$ cat config.mk
export PLATFORM = sky130hd
export DESIGN_NAME = rbad_ctrl
export DESIGN_NICKNAME = d
export VERILOG_FILES = /design/src/design/rbad_pkg.sv /design/src/design/rbad_ctrl.sv
export SDC_FILE = /design/constraint.sdc
export NUM_CORES = 1
export LEC_CHECK = 0
export CAP_MARGIN = 20
export CORE_AREA = 10 10 47 49
export CTS_CLUSTER_SIZE = 20
export DETAILED_ROUTE_END_ITERATION = 8
export DIE_AREA = 0 0 57 59
export DONT_BUFFER_PORTS = 1
export PLACE_DENSITY_LB_ADDON = 0.15
export SLEW_MARGIN = 20
export SYNTH_ARGS = -nofsm -noshare
export SYNTH_HDL_FRONTEND = slang
export SYNTH_SLANG_ARGS = --single-unit
$ cat constraint.sdc
create_clock -name clk -period 1.4 [get_ports clk]
set_input_delay 0.28 -clock clk [delete_from_list [all_inputs] [get_ports clk]]
set_output_delay 0.28 -clock clk [all_outputs]
set_load 0.005 [all_outputs]
$ cat src/design/rbad_pkg.sv
// Package: shared constants and types for the RGB box-average decimator
package rbad_pkg;
  localparam int MAX_WIDTH = 1024;
  localparam int MAX_GROUP = 64;
  localparam int COL_W = $clog2(MAX_WIDTH);
  localparam int GRP_W = $clog2(MAX_GROUP + 1);
  localparam int WID_W = COL_W + 1;
  localparam int HGT_W = 13;
  localparam int ROW_W = 12;
  localparam int LANE_W = 16;
  localparam int QUO_W = 16;

  localparam logic [1:0] REG_GROUP  = 2'd0;
  localparam logic [1:0] REG_VERT   = 2'd1;
  localparam logic [1:0] REG_WIDTH  = 2'd2;
  localparam logic [1:0] REG_HEIGHT = 2'd3;

  typedef struct packed {
    logic [7:0] red;
    logic [7:0] green;
    logic [7:0] blue;
    logic       frame_start;
  } pix_in_t;

  typedef struct packed {
    logic [7:0] red;
    logic [7:0] green;
    logic [7:0] blue;
    logic       row_end;
  } pix_out_t;

  typedef struct packed {
    logic [LANE_W-1:0] r;
    logic [LANE_W-1:0] g;
    logic [LANE_W-1:0] b;
  } sums_t;

  typedef struct packed {
    logic [GRP_W-1:0] m;
    logic             vert;
    logic [WID_W-1:0] w;
    logic [HGT_W-1:0] h;
  } cfg_t;

  // controller -> datapath
  typedef struct packed {
    logic load;
    logic div_start;
    logic div_step;
    logic out_load;
  } cmd_t;

  // datapath -> controller
  typedef struct packed {
    logic emit;
    logic div_last;
    logic busy;
  } sts_t;

  function automatic logic [LANE_W-1:0] sat_add(input logic [LANE_W-1:0] a,
                                                 input logic [7:0] b);
    logic [LANE_W:0] s;
    s = {1'b0, a} + {{(LANE_W-7){1'b0}}, b};
    return s[LANE_W] ? {LANE_W{1'b1}} : s[LANE_W-1:0];
  endfunction
endpackage

$ cat src/design/rbad_ctrl.sv
// Controller: sequences load, update, divide and output
module rbad_ctrl import rbad_pkg::*; (
  input  logic clk,
  input  logic rst,
  input  logic in_valid,
  output logic in_ready,
  output logic out_valid,
  input  logic out_ready,
  input  sts_t sts,
  output cmd_t cmd
);
  typedef enum logic [2:0] {IDLE, RD, UPD, CHK, DIV, HOLD} state_t;
  state_t state;

  assign in_ready = (state == IDLE) && !sts.busy;

  always_comb begin
    cmd = '0;
    cmd.load = in_ready && in_valid;
    cmd.div_start = (state == CHK) && sts.emit;
    cmd.div_step = (state == DIV);
    cmd.out_load = (state == DIV) && sts.div_last;
  end

  always_ff @(posedge clk) begin
    if (rst) begin
      state <= IDLE;
      out_valid <= 1'b0;
    end else begin
      if (out_valid && out_ready) out_valid <= 1'b0;
      case (state)
        IDLE: if (in_valid && !sts.busy) state <= RD;
        RD:   state <= UPD;
        UPD:  state <= CHK;
        CHK:  state <= sts.emit ? HOLD : IDLE;
        HOLD: if (!out_valid || out_ready) state <= DIV;
        DIV: begin
          if (sts.div_last) begin
            state <= IDLE;
            out_valid <= 1'b1;
          end
        end
        default: state <= IDLE;
      endcase
    end
  end
endmodule

## Word level (Yosys, flattened, before mapping)

Index checks and enable logic that the tools add are counted.

| cells by class | value |
|---|---|
| equal/unequal tests | 8 |
| muxes and demuxes | 8 |
| reduce and logical (&&, ||, !) cells | 11 |

Operator list:

| operator | count |
|---|---|
| $pmux 3 s6 | 1 |
| $mux 3 | 4 |
| $eq 3x2->1 const B | 2 |
| $eq 3x3->1 const B | 2 |
| $logic_and 1x1->1 | 6 |
| $ne 2x2->1 const B | 2 |
| $eq 3x1->1 const B | 1 |
| $logic_not 3->1 | 1 |
| $mux 1 | 3 |
| $reduce_and 3->1 | 1 |
| $logic_not 1->1 | 2 |
| $ne 2x1->1 const B | 1 |
| $logic_or 1x1->1 | 1 |

| storage, ports and cells | value |
|---|---|
| flip-flop bits (word level) | 4 |
| input port bits | 7 |
| output and inout port bits | 6 |
| word-level logic and storage cells | 29 |

## Longest topological paths before layout

| depth | value |
|---|---|
| depth after elaboration | 4 |
| depth in mapped cells | 3 |
| mapped depth without buffers | 3 |

## Worst setup path before layout

Ideal clock, no wire load.

| timing | value |
|---|---|
| path kind | reg-to-output |
| from | register state[0] |
| to | output port cmd[3] (netlist name) |
| arrival time | 0.856 ns |
| data required time | 1.120 ns |
| slack | 0.264 ns |
| cell stages (with the launch flop) | 3 |
| buffers on the path | 0 |
| path through | dfxtp_1 nor4_2 and2_1 |

RTL lines:

| what | RTL line | source |
|---|---|---|
| start: declaration | rbad_ctrl.sv:13 | `state_t state;` |
| start signal: assignment | rbad_ctrl.sv:35 | `CHK: state <= sts.emit ? HOLD : IDLE;` |
| end: declaration | rbad_ctrl.sv:10 | `output cmd_t cmd` |

==> impl_summary.txt <==
----------------------------------------------------
[Floorplanning]
  Die Outline Area ... 3363 sq um
  Core region area ... 1401 sq um
  Initial cell density of the core ... 15.80%
  Vertical die dimension ... 59 um
  Top Ports ... 13
  Number of placement rows ... 14
  Width of the chip ... 57 um

[STA]
  Final count of negative-setup-slack endpoints ... 0
  Setup tns final ... 0 ps
  Actual slew at the worst max-slew pin ... 239.1 ps
  Peak Freq ... 0.7388 GHz
  Post-Route Skew ... 3.919 ps
  Number of pins with negative max-slew slack in the final report ... 0
  Number of hold violations in the final report ... 0
  Shortest clock period the worst path allows after layout ... 1353 ps
  Slew HR ... 83.93%
  Part of the cycle the worst path needs ... 96.68%
  PnR worst setup slack ... 46.51 ps
  Setup repair after global routing missed its margin ... no

[Detailed routing]
  Via count ... 200
  Final routed wire length divided by cell count ... 14.93 um
  Count of routing violations after the opening detailed-route iteration ... 4
  Count of antenna-violating nets left after detailed routing ... 0
  Post-detailed-route via-to-cell ratio ... 4.348
  Number of remaining DRC errors ... 0
  Detailed Routing Iterations Pass 1 ... 3
  Total wirelength of the detailed-routed design ... 687 um

[CTS]
  Root buf cell ... sky130_fd_sc_hd__clkbuf_4
  H-tree level count ... 1
  Num Clock Sinks ... 4
  Clock slew at reported path FFs ... 40 ps
  Clock tree buffer depth ... 2
  CTS tree ... yes
  Setup bufs post-CTS ... 0
  Cts bufs inserted ... 3
  Worst-Skew Late Latency ... 240 ps

[Global routing]
  Total track usage ... 4.797%
  Number of global-route vias before repair ... 222
  Remaining global-route overflow ... 0
  Number of antenna violations at the first check in global routing ... 0
  Largest net degree at the start of global routing ... 8
  Wire length of the first global-routing pass ... 1138 um

[Cells and area]
  Share of post-route cells with drive strength above 1 ... 40.00%
  Antenna diode count ... 0
  Layout overhead on the synthesized area ... 31.64%
  # fillers ... 167
  Final-stage net count ... 39

[Placed design]
  Minimum setup slack after placement ... 169.4 ps
  Buffers on Ports ... 0
  Half-perimeter wire length of the detailed placement result ... 521.9 um
  GPL Wtd Cong ... 0.6410

[Power and ir drop]
  Sequential Power Share ... 43.0%
  Net switching power ... 0.0001087 W
  Highest ir drop seen on vdd ... 0.4765 mV
  Clock power share ... 39.2%
  Leakage power total ... 0.09957 nW
  Switching Share ... 29.03%
  Part of the power in combinational logic ... 17.8%
  Internal power contribution ... 0.0002658 W
  PwrDens ... 1285 nW/um^2

[Worst setup path]
  Slowest-stage cell, CP ... sky130_fd_sc_hd__dfxtp_4
  Reg2reg start ... state[1]$_SDFFE_PP0P_
  Worst R2R Path Depth ... 3
  Startpoint-to-endpoint class of the critical path ... reg2out
  Setup crit start kind ... flip-flop
  Critical path data arrival time ... 1070 ps
  Register-to-Register Setup Slack ... 420 ps
  Critical Path Fanout Max ... 7
  Crit path required time ... 1120 ps
  R2r endpoint ... state[0]$_SDFFE_PP0P_
  CP endpoint kind ... output pin
  Crit path largest cell delay ... 360 ps
  Cells along the critical path ... nor4_2 -> and2_1

[Synth]
  Area share of the leading cell type in the synthesized netlist ... 36.16%
  Mean Syn Cell Area ... 8.518 sq um
  Total standard cell area after synthesis ... 221.5 sq um
  Number of flops mapped to enable cells by yosys ... 0
  Net count of the mapped netlist ... 33
  Cell type with the largest total area after synthesis ... sky130_fd_sc_hd__dfxtp_1
  Leading post-synthesis cells by cell area ... sky130_fd_sc_hd__dfxtp_1 (36%), sky130_fd_sc_hd__nand2b_1 (8.5%), sky130_fd_sc_hd__nor3b_2 (5.6%)
  Cells after Synth ... 26
  Number of synthesized register bits ... 4
  Share of the yosys chip area belonging to registers ... 36.16%
  Share of async-settable or async-resettable flops after synthesis ... 0%
  Yosys cell types ... 16
  Most used standard cell by instance count after synthesis ... sky130_fd_sc_hd__dfxtp_1
  Top flip-flop cell by instance count after synthesis ... sky130_fd_sc_hd__dfxtp_1
  Most frequent cells after synthesis ... sky130_fd_sc_hd__dfxtp_1 (4), sky130_fd_sc_hd__nand2_1 (3), sky130_fd_sc_hd__nand2b_1 (3)
  Yosys synthesis warning count ... 0

[Flow run]
  Number of max-cap violations ... 0

[Min path]
  Hold Path End ... out_valid$_SDFF_PP0_
  Start point of the worst min-delay path ... rst
  Hold Path Class ... in2reg
  Cells on Worst Hold Path ... 1

[Status]
  Status ... finished, final reports clean

----------------------------------------------------
[final cells by class]
cell class / instances / area, sq um / area share (%)
tap: 16 / 20.02 / 6.867
sequential: 4 / 86.33 / 29.61
multi-input combinational: 20 / 147.6 / 50.64
timing repair buffer: 1 / 7.507 / 2.575
clock buffer: 3 / 22.52 / 7.725
inverter: 2 / 7.507 / 2.575
[timing repair]
item / CTS / global route
pin swaps: 2 / 1
hold endpoints to repair: 0 / 0
gates resized for setup: 4 / 3
hold buffers: 0 / 0
endpoints found under the setup margin: 4 / 2
[cell families (layout without fill, tap and decap cells)]
kind of cell              count (synthesis)  in the layout  synth area share (%)
and+or+nand+nor                          14             14                 38.99
xor gates and xnor gates                  1              1                 3.956
DFF                                       4              4                 36.16
buffers and inverters                     2              6                 3.391
AOI/OAI and AO/OA                         5              5                 17.52
[state kept, by name, summed over array words and instances, names as in the netlist]
signal     count
out_valid      1
state          3
[power groups by stage]
stage               clock, W  combinational, W  sequential, W
global route        0.000163         0.0000760       0.000164
finish              0.000147         0.0000667       0.000161
CTS                 0.000155         0.0000668       0.000162
floorplan                  0         0.0000506       0.000150
global placement           0         0.0000647       0.000158
detailed placement         0         0.0000658       0.000157
[routing by layer]
metal | up-vias | track usage, % | part of all wire (%)
met5 | - | 0 | 0
met4 | 0 | 6.040 | 1.9
met3 | 2 | 4.077 | 15
met2 | 9 | 5.271 | 38
met1 | 89 | 4.751 | 44
li1 | 100 | - | -
[per-stage QoR]
stage / instance area [sq um] / cells / hold WS, ps / utilization (%) / total power, W
floorplan: 221.5 / 26 / 342.4 / - / 0.0002002
global placement: 249.0 / 43 / 346.9 / 17.77 / 0.0002225
detailed placement: 249.0 / 43 / 345.4 / 17.77 / 0.0002227
CTS: 281.5 / 46 / 91.36 / 20.09 / 0.0003844
global route: 291.5 / 46 / 88.60 / 20.80 / 0.0004036
finish: 291.5 / 46 / 101.6 / 20.80 / 0.0003746
[cells in the final DEF, fill, tap and decap left out, drive strengths merged, types with 2 or more instances in the layout]
master / instances
nor2: 2
clkbuf: 3
nand2: 3
dfxtp: 4
nand2b: 3
nor3: 2
nor3b: 2
inv: 2
[critical path, delay by kind of cell (launching register included)]
| family | cells | cell delay [ps] |
|---|---|---|
| DFF | 1 | 360 |
| and+or+nand+nor | 2 | 470 |
[how the worst max path moves through the flow]
stage                               start  endpoint  slack (ps)  depth (start not counted)
floorplan           state[0]$_SDFFE_PP0P_    cmd[3]         260                          2
global placement    state[2]$_SDFFE_PP0P_    cmd[0]         180                          3
detailed placement  state[2]$_SDFFE_PP0P_    cmd[0]         170                          3
CTS                 state[2]$_SDFFE_PP0P_    cmd[0]          20                          3
global route        state[2]$_SDFFE_PP0P_    cmd[3]           9                          2
finish              state[2]$_SDFFE_PP0P_    cmd[3]          50                          2
No activity file was read; power rests on OpenSTA's default activity.
